## src/rtl/zfhp_pkg.sv

```systemverilog
// ---------------------------------------------------------------------------
// Zstandard frame header parser package
// Status codes, result record and descriptor decode helpers.
// ---------------------------------------------------------------------------
package zfhp_pkg;

  localparam logic [31:0] FRAME_MAGIC = 32'hFD2FB528;
  localparam logic [4:0]  MIN_HEADER  = 5'd5;
  localparam logic [4:0]  POS_MAX     = 5'd31;
  localparam logic [5:0]  WLOG_BASE   = 6'd10;
  localparam logic [63:0] FCS2_OFFSET = 64'd256;
  localparam logic [3:0]  FCS_LEN_TAB [4] = '{4'd0, 4'd2, 4'd4, 4'd8};

  typedef enum logic [1:0] {
    STATUS_OK      = 2'd0,
    STATUS_CORRUPT = 2'd1,
    STATUS_SHORT   = 2'd2
  } status_t;

  typedef struct packed {
    status_t     status;
    logic [4:0]  hdr_bytes;
    logic [7:0]  descriptor;
    logic        has_checksum;
    logic        single_seg;
    logic [5:0]  win_log;
    logic [63:0] win_bytes;
    logic [31:0] win_bytes_sat;
    logic [31:0] dict_id;
    logic [63:0] frame_bytes;
    logic        has_frame_bytes;
  } result_t;

  function automatic logic [4:0] dict_start(input logic [7:0] d);
    return d[5] ? 5'd5 : 5'd6;
  endfunction

  function automatic logic [2:0] dict_len(input logic [7:0] d);
    logic [2:0] len;
    case (d[1:0])
      2'd0:    len = 3'd0;
      2'd1:    len = 3'd1;
      2'd2:    len = 3'd2;
      default: len = 3'd4;
    endcase
    return len;
  endfunction

  function automatic logic [3:0] fcs_len(input logic [7:0] d);
    return (d[5] && d[7:6] == 2'd0) ? 4'd1 : FCS_LEN_TAB[d[7:6]];
  endfunction

  function automatic logic [4:0] hdr_total(input logic [7:0] d);
    return dict_start(d) + {2'd0, dict_len(d)} + {1'b0, fcs_len(d)};
  endfunction

  // (8 + mantissa) << (exponent + 7) equals 2^wlog + (2^wlog / 8) * mantissa
  function automatic logic [63:0] window_from_byte(input logic [7:0] w);
    logic [63:0] m;
    logic [5:0]  sh;
    m  = {60'd0, 1'b1, w[2:0]};
    sh = {1'b0, w[7:3]} + 6'd7;
    return m << sh;
  endfunction

endpackage

```

## src/rtl/zstd_frame_header_parser_top.sv

```systemverilog
// ---------------------------------------------------------------------------
// Zstandard frame header parser
// Byte-wide frame header decode with one result beat per buffer.
// ---------------------------------------------------------------------------
// Input channel: one byte per beat (data_byte), last_byte marks the final
// byte of a buffer. The buffer must start at the first byte of a frame.
// Output channel: one result beat per buffer with status, header length and
// the decoded descriptor, window, dictionary ID and content size fields.
// Throughput: one input beat per cycle while no result beat is held by
// out_stall, set by the single decode stage between the input register and
// the result register. The byte that decides the result passes the input
// register, then the result register, where out_valid rises with the beat.
// Bytes after the decision are dropped without a result until the final byte,
// which restarts the parser.
// Reset clears the parser state and both valid flags; nothing is pending.
// When the receiver stalls, the result register holds, the input register
// fills and in_stall rises; no beat is lost.
// ---------------------------------------------------------------------------
module zstd_frame_header_parser_top (
  input  logic        clk,
  input  logic        rst,
  input  logic        in_valid,
  output logic        in_stall,
  input  logic [7:0]  data_byte,
  input  logic        last_byte,
  output logic        out_valid,
  input  logic        out_stall,
  output logic [1:0]  status,
  output logic [4:0]  hdr_bytes,
  output logic [7:0]  descriptor,
  output logic        has_checksum,
  output logic        single_seg,
  output logic [5:0]  win_log,
  output logic [63:0] win_bytes,
  output logic [31:0] win_bytes_sat,
  output logic [31:0] dict_id,
  output logic [63:0] frame_bytes,
  output logic        has_frame_bytes
);

  logic        s1_valid;
  logic [7:0]  s1_byte;
  logic        s1_last;
  logic        advance;
  logic        take;

  logic [4:0]  pos, pos_next, pos_inc;
  logic [31:0] magic, magic_next;
  logic [7:0]  desc, desc_next;
  logic [4:0]  target, target_next;
  logic [7:0]  window_byte, window_next;
  logic [31:0] dict_acc, dict_next;
  logic [63:0] size_acc, size_next;
  logic        given, given_next;

  logic        corrupt, ok, short_buf, fire;
  logic [4:0]  ds, fs, dict_off, size_off;
  logic [63:0] csize, wsize;

  zfhp_pkg::result_t rslt, rslt_next;

  assign advance  = !out_valid || !out_stall;
  assign take     = s1_valid && advance;
  assign in_stall = s1_valid && !advance;

  always_comb begin
    pos_inc     = (pos == zfhp_pkg::POS_MAX) ? pos : pos + 5'd1;
    pos_next    = pos;
    magic_next  = magic;
    desc_next   = desc;
    target_next = target;
    window_next = window_byte;
    dict_next   = dict_acc;
    size_next   = size_acc;
    given_next  = given;
    corrupt     = 1'b0;
    ok          = 1'b0;
    short_buf   = 1'b0;
    ds          = zfhp_pkg::dict_start(desc);
    fs          = ds + {2'd0, zfhp_pkg::dict_len(desc)};
    dict_off    = pos - ds;
    size_off    = pos - fs;
    if (!given) begin
      if (pos < 5'd4) begin
        magic_next = {s1_byte, magic[31:8]};
      end else if (pos == 5'd4) begin
        desc_next = s1_byte;
        if (magic != zfhp_pkg::FRAME_MAGIC || s1_byte[3]) begin
          corrupt = 1'b1;
        end else begin
          target_next = zfhp_pkg::hdr_total(s1_byte);
        end
      end else if (!desc[5] && pos == 5'd5) begin
        window_next = s1_byte;
      end else if (pos < fs) begin
        for (int i = 0; i < 4; i++) begin
          if (dict_off[1:0] == 2'(i)) begin
            dict_next[i*8 +: 8] = dict_acc[i*8 +: 8] | s1_byte;
          end
        end
      end else begin
        for (int i = 0; i < 8; i++) begin
          if (size_off[2:0] == 3'(i)) begin
            size_next[i*8 +: 8] = size_acc[i*8 +: 8] | s1_byte;
          end
        end
      end
      if (!corrupt) begin
        pos_next  = pos_inc;
        ok        = (pos_inc >= zfhp_pkg::MIN_HEADER) && (pos_inc == target_next);
        short_buf = !ok && s1_last;
      end
      given_next = corrupt || ok || short_buf;
    end
  end

  assign fire = corrupt || ok || short_buf;

  always_comb begin
    csize = size_next;
    if (zfhp_pkg::fcs_len(desc_next) == 4'd2) begin
      csize = size_next + zfhp_pkg::FCS2_OFFSET;
    end
    wsize = desc_next[5] ? csize : zfhp_pkg::window_from_byte(window_next);
    rslt_next = '0;
    if (ok) begin
      rslt_next.status          = zfhp_pkg::STATUS_OK;
      rslt_next.hdr_bytes       = target_next;
      rslt_next.descriptor      = desc_next;
      rslt_next.has_checksum    = desc_next[2];
      rslt_next.single_seg      = desc_next[5];
      rslt_next.win_log         = desc_next[5] ? 6'd0 :
                                  {1'b0, window_next[7:3]} + zfhp_pkg::WLOG_BASE;
      rslt_next.win_bytes       = wsize;
      rslt_next.win_bytes_sat   = (wsize[63:32] != 32'd0) ? 32'hFFFFFFFF : wsize[31:0];
      rslt_next.dict_id         = dict_next;
      rslt_next.frame_bytes     = csize;
      rslt_next.has_frame_bytes = zfhp_pkg::fcs_len(desc_next) != 4'd0;
    end else if (corrupt) begin
      rslt_next.status    = zfhp_pkg::STATUS_CORRUPT;
      rslt_next.hdr_bytes = zfhp_pkg::MIN_HEADER;
    end else begin
      rslt_next.status    = zfhp_pkg::STATUS_SHORT;
      rslt_next.hdr_bytes = (pos_inc < zfhp_pkg::MIN_HEADER) ?
                            zfhp_pkg::MIN_HEADER : target_next;
    end
  end

  always_ff @(posedge clk) begin
    if (rst) begin
      s1_valid <= 1'b0;
    end else if (!in_stall) begin
      s1_valid <= in_valid;
    end
    if (!in_stall) begin
      s1_byte <= data_byte;
      s1_last <= last_byte;
    end
  end

  always_ff @(posedge clk) begin
    if (rst) begin
      pos         <= 5'd0;
      magic       <= 32'd0;
      desc        <= 8'd0;
      target      <= zfhp_pkg::MIN_HEADER;
      window_byte <= 8'd0;
      dict_acc    <= 32'd0;
      size_acc    <= 64'd0;
      given       <= 1'b0;
    end else if (take) begin
      if (s1_last) begin
        pos         <= 5'd0;
        magic       <= 32'd0;
        desc        <= 8'd0;
        target      <= zfhp_pkg::MIN_HEADER;
        window_byte <= 8'd0;
        dict_acc    <= 32'd0;
        size_acc    <= 64'd0;
        given       <= 1'b0;
      end else begin
        pos         <= pos_next;
        magic       <= magic_next;
        desc        <= desc_next;
        target      <= target_next;
        window_byte <= window_next;
        dict_acc    <= dict_next;
        size_acc    <= size_next;
        given       <= given_next;
      end
    end
  end

  always_ff @(posedge clk) begin
    if (rst) begin
      out_valid <= 1'b0;
    end else if (advance) begin
      out_valid <= take && fire;
    end
    if (advance) begin
      rslt <= rslt_next;
    end
  end

  assign status          = rslt.status;
  assign hdr_bytes       = rslt.hdr_bytes;
  assign descriptor      = rslt.descriptor;
  assign has_checksum    = rslt.has_checksum;
  assign single_seg      = rslt.single_seg;
  assign win_log         = rslt.win_log;
  assign win_bytes       = rslt.win_bytes;
  assign win_bytes_sat   = rslt.win_bytes_sat;
  assign dict_id         = rslt.dict_id;
  assign frame_bytes     = rslt.frame_bytes;
  assign has_frame_bytes = rslt.has_frame_bytes;

endmodule

```

## config.mk

```make
export PLATFORM = sky130hd
export DESIGN_NAME = zstd_frame_header_parser_top
export DESIGN_NICKNAME = d
export VERILOG_FILES = /design/src/rtl/zfhp_pkg.sv /design/src/rtl/zstd_frame_header_parser_top.sv
export SDC_FILE = /design/constraint.sdc
export NUM_CORES = 1
export LEC_CHECK = 0
export BUFFER_PORTS_ARGS = -buffer_cell sky130_fd_sc_hd__buf_4
export CAP_MARGIN = 30
export CORE_MARGIN = 3
export CORE_UTILIZATION = 53
export DETAILED_ROUTE_END_ITERATION = 10
export PLACE_DENSITY_LB_ADDON = 0.2
export SYNTH_ARGS = -nofsm -noshare
export SYNTH_HDL_FRONTEND = slang
export SYNTH_SLANG_ARGS = --single-unit
```

## constraint.sdc

```tcl
create_clock -name clk -period 9.2 [get_ports clk]
set_clock_uncertainty 0.15 [all_clocks]
set_input_delay 2.3 -clock clk [delete_from_list [all_inputs] [get_ports clk]]
set_output_delay 2.3 -clock clk [all_outputs]
set_load 0.05 [all_outputs]
```

== Yosys cells after proc, flatten, opt, wreduce, memory -nomap -nowiden ==
Cells that the tools add are included.

* Multiplexer cells: 81
* Magnitude comparators: 6
* Equal/unequal tests: 22
* Add/sub/neg operators: 9
* Bitwise operators: 15
* Shift operators: 1
* Reduce and logical (&&, ||, !) cells: 31

{| class="wikitable"
|+ Operators by type and width
! operator !! count
|-
| $mux 64 || 8
|-
| $mux 32 || 10
|-
| $mux 8 || 21
|-
| $or 8x8->8 || 12
|-
| $add 64x9->64 const B || 1
|-
| $shl 4x6->64 || 1
|-
| $mux 5 || 12
|-
| $ne 32x32->1 const B || 1
|-
| $reduce_bool 32->1 || 1
|-
| $mux 4 || 6
|-
| $pmux 3 s3 || 2
|-
| $bmux 4 s2 || 2
|-
| $mux 1 || 13
|-
| $eq 3x3->1 const B || 4
|-
| $mux 3 || 4
|-
| $eq 5x3->1 const B || 2
|-
| $logic_not 2->1 || 5
|-
| $lt 5x3->1 const B || 2
|-
| $add 3x3->4 || 2
|-
| $eq 2x2->1 const B || 4
|-
| $logic_and 1x1->1 || 8
|-
| $mux 7 || 1
|-
| $add 5x3->6 const B || 1
|-
| $add 5x4->6 const B || 1
|-
| other kinds (24) || 41
|}

* Output and inout port bits: 218
* Flip-flop bits (word level): 382
* Logic and storage cells: 188

== Longest topological paths before layout ==
Gate-level depths: netlist of the first run.

* Depth in word-level cells: 21
* Gate-level depth with buffers: 24
* Gate-level depth less buffers: 21

== Worst setup path after synthesis of the first run ==
Ideal clock, no wire load.

* Kind: in2reg
* From: in out_stall
* To: reg magic[27]
* Library setup time: 0.065 ns
* Cell stages on the path: 8
* Arrival: 9.027 ns
* Required time: 8.985 ns
* Buffers on the path: 2
* Path slack: -0.043 ns
* Cells stage by stage: nand2_1 nand2_1 nor2_1 and2_1 clkbuf_1 clkbuf_1 a22oi_1 nor2_1

* Longest elaborated chain between the ends: 4

{| class="wikitable"
|+ RTL lines
! what !! RTL line !! text
|-
| start, declared || zstd_frame_header_parser_top.sv:27 || <nowiki>input logic out_stall,</nowiki>
|-
| $logic_not 1->1 || zstd_frame_header_parser_top.sv:62 || <nowiki>assign advance = !out_valid || !out_stall;</nowiki>
|-
| $logic_or 1x1->1 || zstd_frame_header_parser_top.sv:62 ||
|-
| $logic_and 1x1->1 || zstd_frame_header_parser_top.sv:63 || <nowiki>assign take = s1_valid && advance;</nowiki>
|-
| $reduce_and 3->1 (no source line) || - ||
|-
| end signal, assigned || zstd_frame_header_parser_top.sv:183 || <nowiki>magic <= magic_next;</nowiki>
|-
| end, declared || zstd_frame_header_parser_top.sv:48 || <nowiki>logic [31:0] magic, magic_next;</nowiki>
|}

No other way between the ends.
A chain may end at the register's enable or synchronous reset.

== Final worst setup path of the first run ==
* From: reg desc[0]
* To: reg rslt, in the netlist win_bytes_sat[10], data pin

* Longest elaborated chain between the ends: 16
* Elaborated cells between the ends (all ways): 33
* Those cells by class: 3 x add/sub; 1 x order compare; 9 x eq/ne; 17 x mux; 3 x reduce/logical

{| class="wikitable"
|+ RTL lines
! what !! RTL line !! text
|-
| start, declared || zstd_frame_header_parser_top.sv:49 || <nowiki>logic [7:0] desc, desc_next;</nowiki>
|-
| start signal, assigned || zstd_frame_header_parser_top.sv:184 || <nowiki>desc <= desc_next;</nowiki>
|-
| $eq 2x2->1 (tied with other cells) || zfhp_pkg.sv:40 || <nowiki>case (d[1:0])</nowiki>
|-
| $pmux 3 s3 * || zfhp_pkg.sv:40 ||
|-
| $add 3x3->4 * || zstd_frame_header_parser_top.sv:80 || <nowiki>fs = ds + {2'd0, zfhp_pkg::dict_len(desc)};</nowiki>
|-
| $sub 3x3->3 || zstd_frame_header_parser_top.sv:82 || <nowiki>size_off = pos - fs;</nowiki>
|-
| $eq 3x1->1 (tied with other cells) || zstd_frame_header_parser_top.sv:103 || <nowiki>if (size_off[2:0] == 3'(i)) begin</nowiki>
|-
| $mux 8 || zstd_frame_header_parser_top.sv:103 ||
|-
| $mux 64 * || zstd_frame_header_parser_top.sv:95 || <nowiki>end else if (pos < fs) begin</nowiki>
|-
| $mux 64 * || zstd_frame_header_parser_top.sv:93 || <nowiki>end else if (!desc[5] && pos == 5'd5) begin</nowiki>
|-
| $mux 64 * || zstd_frame_header_parser_top.sv:86 || <nowiki>end else if (pos == 5'd4) begin</nowiki>
|-
| $mux 64 * || zstd_frame_header_parser_top.sv:84 || <nowiki>if (pos < 5'd4) begin</nowiki>
|-
| $mux 64 * || zstd_frame_header_parser_top.sv:83 || <nowiki>if (!given) begin</nowiki>
|-
| $add 64x9->64 || zstd_frame_header_parser_top.sv:122 || <nowiki>csize = size_next + zfhp_pkg::FCS2_OFFSET;</nowiki>
|-
| $mux 64 * || zstd_frame_header_parser_top.sv:121 || <nowiki>if (zfhp_pkg::fcs_len(desc_next) == 4'd2) begin</nowiki>
|-
| $mux 64 * || zstd_frame_header_parser_top.sv:124 || <nowiki>wsize = desc_next[5] ? csize : zfhp_pkg::window_from_byte(window_next);</nowiki>
|-
| $reduce_bool 32->1 || zstd_frame_header_parser_top.sv:135 || <nowiki>rslt_next.win_bytes_sat = (wsize[63:32] != 32'd0) ? 32'hFFFFFFFF : wsize[31:0];</nowiki>
|-
| $mux 32 * || zstd_frame_header_parser_top.sv:135 ||
|-
| end signal, assigned || zstd_frame_header_parser_top.sv:201 || <nowiki>rslt <= rslt_next;</nowiki>
|-
| end, declared || zstd_frame_header_parser_top.sv:60 || <nowiki>zfhp_pkg::result_t rslt, rslt_next;</nowiki>
|}

Every way passes the cells marked *; elsewhere a longest branch is shown, timed or not.

==> impl_metrics.env, run 1 <==
export IMPL_path_depth=18
export IMPL_routed_via_density=6.118
export IMPL_reg2reg_slack_ns=2.17
export IMPL_vias=15019
export IMPL_yosysUniqueCellTypes=86
export IMPL_syn_area_um2=18010
export IMPL_critPathTopFamily="simple AND/OR/NAND/NOR gates"
export IMPL_rsz0062_at_grt="no"
export IMPL_cp_slowest_cell="a2111oi_4"
export IMPL_fill_cells=2700
export IMPL_cp_max_fo=32
export IMPL_min_period_over_period_pct=76.38
export IMPL_die_h_um=190.3
export IMPL_leakagePower_nw=8.050
export IMPL_syn_inst=1806
export IMPL_min_path_type="reg -> reg"
export IMPL_dieArea_um2=36230
export IMPL_drive_gt1_share_pct=18.03
export IMPL_yosys_warnings=0
export IMPL_r2r_start="desc[0]"
export IMPL_rows=66
export IMPL_cp_required_ns=9.31
export IMPL_drtPass1Iterations=6
export IMPL_cts_resized=0
export IMPL_cts_tree="done"
export IMPL_cp_start_kind="register"
export IMPL_slowest_delay_ns=0.66
export IMPL_critPathCapture="win_bytes_sat[10]"
export IMPL_path_cells="nor2b_1, ha_1, inv_1, fa_1, fa_1, inv_1, a2111oi_4, a41oi_1, or3_4, or4_1, or4_4, nor2_1, nand4_1, xnor2_1, nand4_1, a211oi_4, buf_4, a41oi_1"
export IMPL_cts_made_buffers=39
export IMPL_grt_pass1_wl_um=80860
export IMPL_core_area_um2=33030
export IMPL_nets=2020
export IMPL_portBuffers=230
export IMPL_avgRoutedWirePerCell_um=21.21
export IMPL_setup_viol=0
export IMPL_path_buf_inv=3
export IMPL_initial_core_util_pct=54.52
export IMPL_worst_slew_margin_rel_pct=30.76
export IMPL_synthArstFlopShare_pct=0
export IMPL_cts_root_buf="clkbuf_16"
export IMPL_status="finished, final reports clean"
export IMPL_antenna_cells=0
export IMPL_peakVddDrop_mv=0.1502
export IMPL_postRouteAntennaNets=0
export IMPL_grt_max_degree=101
export IMPL_maxSlewViolCount=0
export IMPL_syn_nets=1844
export IMPL_postSynthAreaPerCell_um2=9.971
export IMPL_antenna_found_initial=0
export IMPL_ioPinCount=231
export IMPL_finalSetupTns_ns=0
export IMPL_period_needed_ns=7.027
export IMPL_cp_end_kind="register"
export IMPL_synth_edf_count=223
export IMPL_path_clk_slew_ns=0.06
export IMPL_finalWirelength_um=52070
export IMPL_arrival_ns=7.14
export IMPL_fin_total_pwr_mw=3.654
export IMPL_cts_setup_buffers=0
export IMPL_gp_congestion=0.9725
export IMPL_cts_hold_buf=0
export IMPL_fmax_ghz=0.1423
export IMPL_regToRegEndpoint="win_bytes_sat[10]"
export IMPL_tightestPinTransition_ns=1.031
export IMPL_hold_viol=0
export IMPL_ys_flop_type="edfxtp_1"
export IMPL_r2r_cells=18
export IMPL_dp_hpwl_um=36820
export IMPL_dieWidth_um=190.3
export IMPL_grt_pass1_vias=13847
export IMPL_worstSetupStartpoint="desc[0]"
export IMPL_hp_start="dict_acc[19]"
export IMPL_clk_latency_ns=0.54
export IMPL_cap_violations=0
export IMPL_cts_max_path_buffers=3
export IMPL_area_delta_synth_final_pct=18.90
export IMPL_final_cell_mix="nor2_1 (340), buf_4 (259), edfxtp_1 (223)"
export IMPL_ys_ff_latch=380
export IMPL_grt_total_usage_pct=28.06
export IMPL_final_common_cell="nor2_1"
export IMPL_powerDensity_nw_per_um2=170.7
export IMPL_globalRouteOverflowTotal=0
export IMPL_h_tree_depth=2
export IMPL_clock_sinks=380
export IMPL_drc=0
export IMPL_critical_path_class="reg -> reg"
export IMPL_drt_initial_drc_count=1722
export IMPL_ys_seq_area_share_pct=54.64
[area by class of cell]
| class | count | area [um^2] | share of cell area, % |
|---|---|---|---|
| Inverter | 45 | 168.9 | 0.7889 |
| Clock buffer | 43 | 1022 | 4.774 |
| Sequential cell | 380 | 9839 | 45.95 |
| Multi-Input combinational cell | 1253 | 7502 | 35.04 |
| Tap cell | 442 | 553.0 | 2.583 |
| Timing Repair Buffer | 263 | 2009 | 9.385 |
| Clock inverter | 29 | 316.6 | 1.478 |
[per-layer routing]
metal	part of all wire, %	vias up	global-route usage, %
met1	44	7160	42.56
li1	-	7002	-
met3	8.5	102	4.136
met2	44	755	42.03
met4	2.8	0	8.100
met5	0	-	0
[Yosys cell counts, types with 7 or more instances]
library cell  count  area (um^2)
and2_1           21        131.4
a211oi_1         11        82.58
clkbuf_1        106        397.9
nand4b_1          7        61.31
inv_1            45        168.9
buf_2            14        70.07
nor2b_1          20        125.1
mux2i_1          13        130.1
xnor2_1          41        359.1
a22oi_1          47        352.8
a21oi_1         179        895.9
nor3_1           55        275.3
a32oi_1           8        70.07
ha_1             20        250.2
dfxtp_1         157         3143
a31oi_1          51        319.1
nand2_1          91        341.6
xor2_1           27        236.5
and3_1           18        112.6
nor2_1          340         1276
nand4_1          18        112.6
nand2b_1          8        50.05
nor4_1           27        168.9
a21o_1           13        97.59
edfxtp_1        223         6696
a41oi_1          34        297.8
o21ai_0          33        165.2
nand3_1          29        145.1
o32ai_1           7        61.31
or3_1             7        43.79
[worst reg2reg max path: cells and delay by family (launching register included)]
| kind | cells | cell delay (ns) |
|---|---|---|
| XOR/XNOR | 1 | 0.39 |
| AND/OR/NAND/NOR | 7 | 2.38 |
| buffers and inverters | 3 | 0.52 |
| flip-flops | 1 | 0.41 |
| adder cells (fa/ha/maj) | 3 | 1.32 |
| AO/OA/AOI/OAI | 4 | 1.58 |
[report_power, final]
part	total, mW	leakage (nW)	switching (mW)	internal [mW]
clock network	1.62	0.649	0.671	0.953
registers	1.83	3.94	0.0230	1.81
logic	0.196	3.46	0.146	0.0503
total	3.65	8.05	0.839	2.81
[how the worst min path moves through the flow]
stage | slack [ns] | endpoint | depth (start not counted)
floorplan | 0.29 | dict_acc[0] | 2
global placement | 0.30 | size_acc[45] | 2
detailed placement | 0.31 | dict_acc[19] | 2
CTS | 0.32 | dict_acc[19] | 2
global route | 0.34 | dict_acc[7] | 2
finish | 0.32 | dict_acc[19] | 2
[cell families (layout without fill, tap and decap cells)]
kind of cell,after synthesis,after routing,share of synthesized area [%]
multiplexers,14,14,0.7851
AO/OA/AOI/OAI,456,456,16.93
XOR/XNOR,68,68,3.307
adder cells (fa/ha/maj),25,25,1.945
buffers and inverters,173,380,3.891
flip-flops,380,380,54.64
AND/OR/NAND/NOR,690,690,18.50
[state kept, by name, summed over array words and instances (netlist names), 5 cells and up]
signal and flops:
frame_bytes 64, size_acc 64, win_bytes 64, dict_acc 32
dict_id 32, magic 32, win_bytes_sat 32, desc 8
descriptor 8, s1_byte 8, window_byte 8, win_log 6
hdr_bytes 5, pos 5, target 5
[per-stage QoR]
stage | setup WS (ns) | area [um^2] | utilization, % | hold slack, ns | std cells
4_1_cts | 2.264 | 21380 | 64.72 | 0.3212 | 2453
5_1_grt | 1.698 | 21410 | 64.82 | 0.3372 | 2455
3_5_place_dp | 2.264 | 20040 | 60.66 | 0.3058 | 2381
3_3_place_gp | 2.402 | 20010 | 60.57 | 0.2988 | 2379
6_report | 2.173 | 21410 | 64.82 | 0.3187 | 2455
2_1_floorplan | 2.376 | 18010 | - | 0.2875 | 1806
Note: power is estimated with default switching activity, not from simulation.
==> inputs of run 2 (changes only) <==
Clock period 9.2 ns to 5.6 ns, I/O delays scaled along.
==> run 2 against run 1 <==
Net effect: the flow now finishes with violations (negative setup slack); hold slack about the same; die area did not move; critical path type unchanged; register-to-register slack got worse by 2.2 ns; wire length increased by 10%; largest power group unchanged; first-iteration DRC count is 3.7% higher; cell count up 11%.
==> impl_metrics.env, run 2 (synthesized netlist as in run 1, its figures left out) <==
export IMPL_setup_viol=28
export IMPL_powerDensity_nw_per_um2=240.2
export IMPL_reg2reg_slack_ns=-0.07
export IMPL_cp_end_kind="register"
export IMPL_worst_slew_margin_rel_pct=28.78
export IMPL_grt_max_degree=72
export IMPL_drtPass1Iterations=5
export IMPL_drive_gt1_share_pct=31.50
export IMPL_cp_required_ns=5.71
export IMPL_finalSetupTns_ns=-1.143
export IMPL_die_h_um=190.3
export IMPL_cap_violations=0
export IMPL_dp_hpwl_um=40650
export IMPL_maxSlewViolCount=0
export IMPL_dieArea_um2=36230
export IMPL_cts_tree="done"
export IMPL_ioPinCount=231
export IMPL_fin_total_pwr_mw=5.836
export IMPL_grt_total_usage_pct=30.17
export IMPL_portBuffers=230
export IMPL_fill_cells=2374
export IMPL_core_area_um2=33030
export IMPL_status="finished, violations left"
export IMPL_p_seq_share_pct=51.4
export IMPL_cts_root_buf="clkbuf_16"
export IMPL_cp_max_fo=8
export IMPL_period_needed_ns=5.673
export IMPL_hold_worst_slack_ns=0.3182
export IMPL_violations="negative setup slack"
export IMPL_postRouteAntennaNets=0
export IMPL_netSwitchingPower_mw=1.365
export IMPL_placed_area_um2=21860
export IMPL_cp_start_kind="register"
export IMPL_fin_area_um2=24300
export IMPL_cts_max_path_buffers=3
export IMPL_vias=16294
export IMPL_final_common_cell="buf_4"
export IMPL_dieWidth_um=190.3
export IMPL_peakVddDrop_mv=0.2895
export IMPL_arrival_ns=5.79
export IMPL_path_clk_slew_ns=0.06
export IMPL_grt_pass1_vias=15371
export IMPL_antenna_cells=0
export IMPL_min_path_type="reg -> reg"
export IMPL_tightestPinTransition_ns=1.068
export IMPL_multi_input_area_um2=8305
export IMPL_gp_congestion=0.9820
export IMPL_antenna_found_initial=0
export IMPL_fin_ws_ns=-0.07312
export IMPL_finalWirelength_um=57480
export IMPL_avgRoutedWirePerCell_um=21.15
export IMPL_routed_via_density=5.995
export IMPL_leakagePower_nw=9.630
export IMPL_hold_viol=0
export IMPL_drt_initial_drc_count=1785
export IMPL_p_int_mw=4.471
export IMPL_clock_power_share_pct=42.5
export IMPL_combinationalPowerShare_pct=6.1
export IMPL_critical_path_class="reg -> reg"
export IMPL_drc=0
export IMPL_area_delta_synth_final_pct=34.93
export IMPL_min_period_over_period_pct=101.3
export IMPL_clock_sinks=380
export IMPL_swShare_pct=23.38
export IMPL_cts_made_buffers=39
export IMPL_clk_latency_ns=0.55
export IMPL_rows=66
export IMPL_finalCoreUtilization_pct=73.56
export IMPL_seqCellArea_um2=9843
export IMPL_grt_pass1_wl_um=86390
export IMPL_rsz0062_at_grt="yes"
export IMPL_final_cell_mix="buf_4 (504), nor2_1 (337), edfxtp_1 (223)"
export IMPL_nets=2284
export IMPL_cts_hold_buf=0
export IMPL_globalRouteOverflowTotal=0
export IMPL_initial_core_util_pct=54.52
export IMPL_fmax_ghz=0.1763
export IMPL_h_tree_depth=2
run 2: routing by layer:
layer	track usage [%]	wire, um	vias up
met2	47.94	26570	856
met1	42.62	24360	7769
met5	0	0	-
li1	-	-	7518
met3	4.338	4529	151
met4	10.61	2017	0
run 2: final timing paths:
kind,startpoint,end,depth (start not counted)
worst max register to register,desc[0],win_bytes_sat[10],21
worst max-delay path,desc[0],win_bytes_sat[10],21
worst min register to register,size_acc[0],size_acc[0],2
worst min-delay path,size_acc[0],size_acc[0],2
run 2: timing repair:
action | 4_1_cts | 5_1_grt
setup endpoints to repair | 32 | 35
endpoints found under the hold margin | 0 | 0
gates cloned | 3 | 3
resized for setup | 38 | 85
pin swaps | 12 | 41
buffers inserted | 22 | 20
run 2: metrics by stage:
| stage | setup slack [ns] | instances |
|---|---|---|
| finish | -0.07312 | 2718 |
| global route | -0.2001 | 2718 |
| CTS | 0.004277 | 2697 |
| detailed placement | -0.2131 | 2601 |
| global placement | -0.03760 | 2598 |
| floorplan | 0.001340 | 1806 |
run 2: layout make-up:
| cell class | instances | area share (%) |
|---|---|---|
| clock buffers | 48 | 4.196 |
| clock inverters | 23 | 0.8084 |
| inverters | 45 | 0.6951 |
| multi-input cells | 1253 | 34.18 |
| flip-flops and latches | 380 | 40.51 |
| well taps | 442 | 2.276 |
| repair buffers | 527 | 17.34 |
run 2: worst max-delay path: stages, from the launching register on:
cell       delay, ns
dfxtp_2         0.34
nor2b_4         0.15
ha_4            0.14
inv_2           0.03
fa_1            0.48
fa_2            0.62
inv_2           0.06
a2111oi_4       0.23
buf_4           0.22
buf_4           0.11
a41oi_2         0.24
nor4_1          0.42
buf_4           0.18
nand2_1         0.08
or3_1           0.39
o311a_1         0.41
nor4b_4         0.30
o2111ai_2       0.17
a211oi_4        0.19
buf_6           0.20
buf_12          0.16
a41oi_1         0.12
run 2: power by group through the flow:
stage	logic, mW	clock network (mW)	registers [mW]
detailed placement	0.351	0	3.06
floorplan	0.107	0	3.18
CTS	0.353	2.51	3.00
finish	0.355	2.48	3.00
global placement	0.341	0	3.06
global route	0.372	2.63	3.00
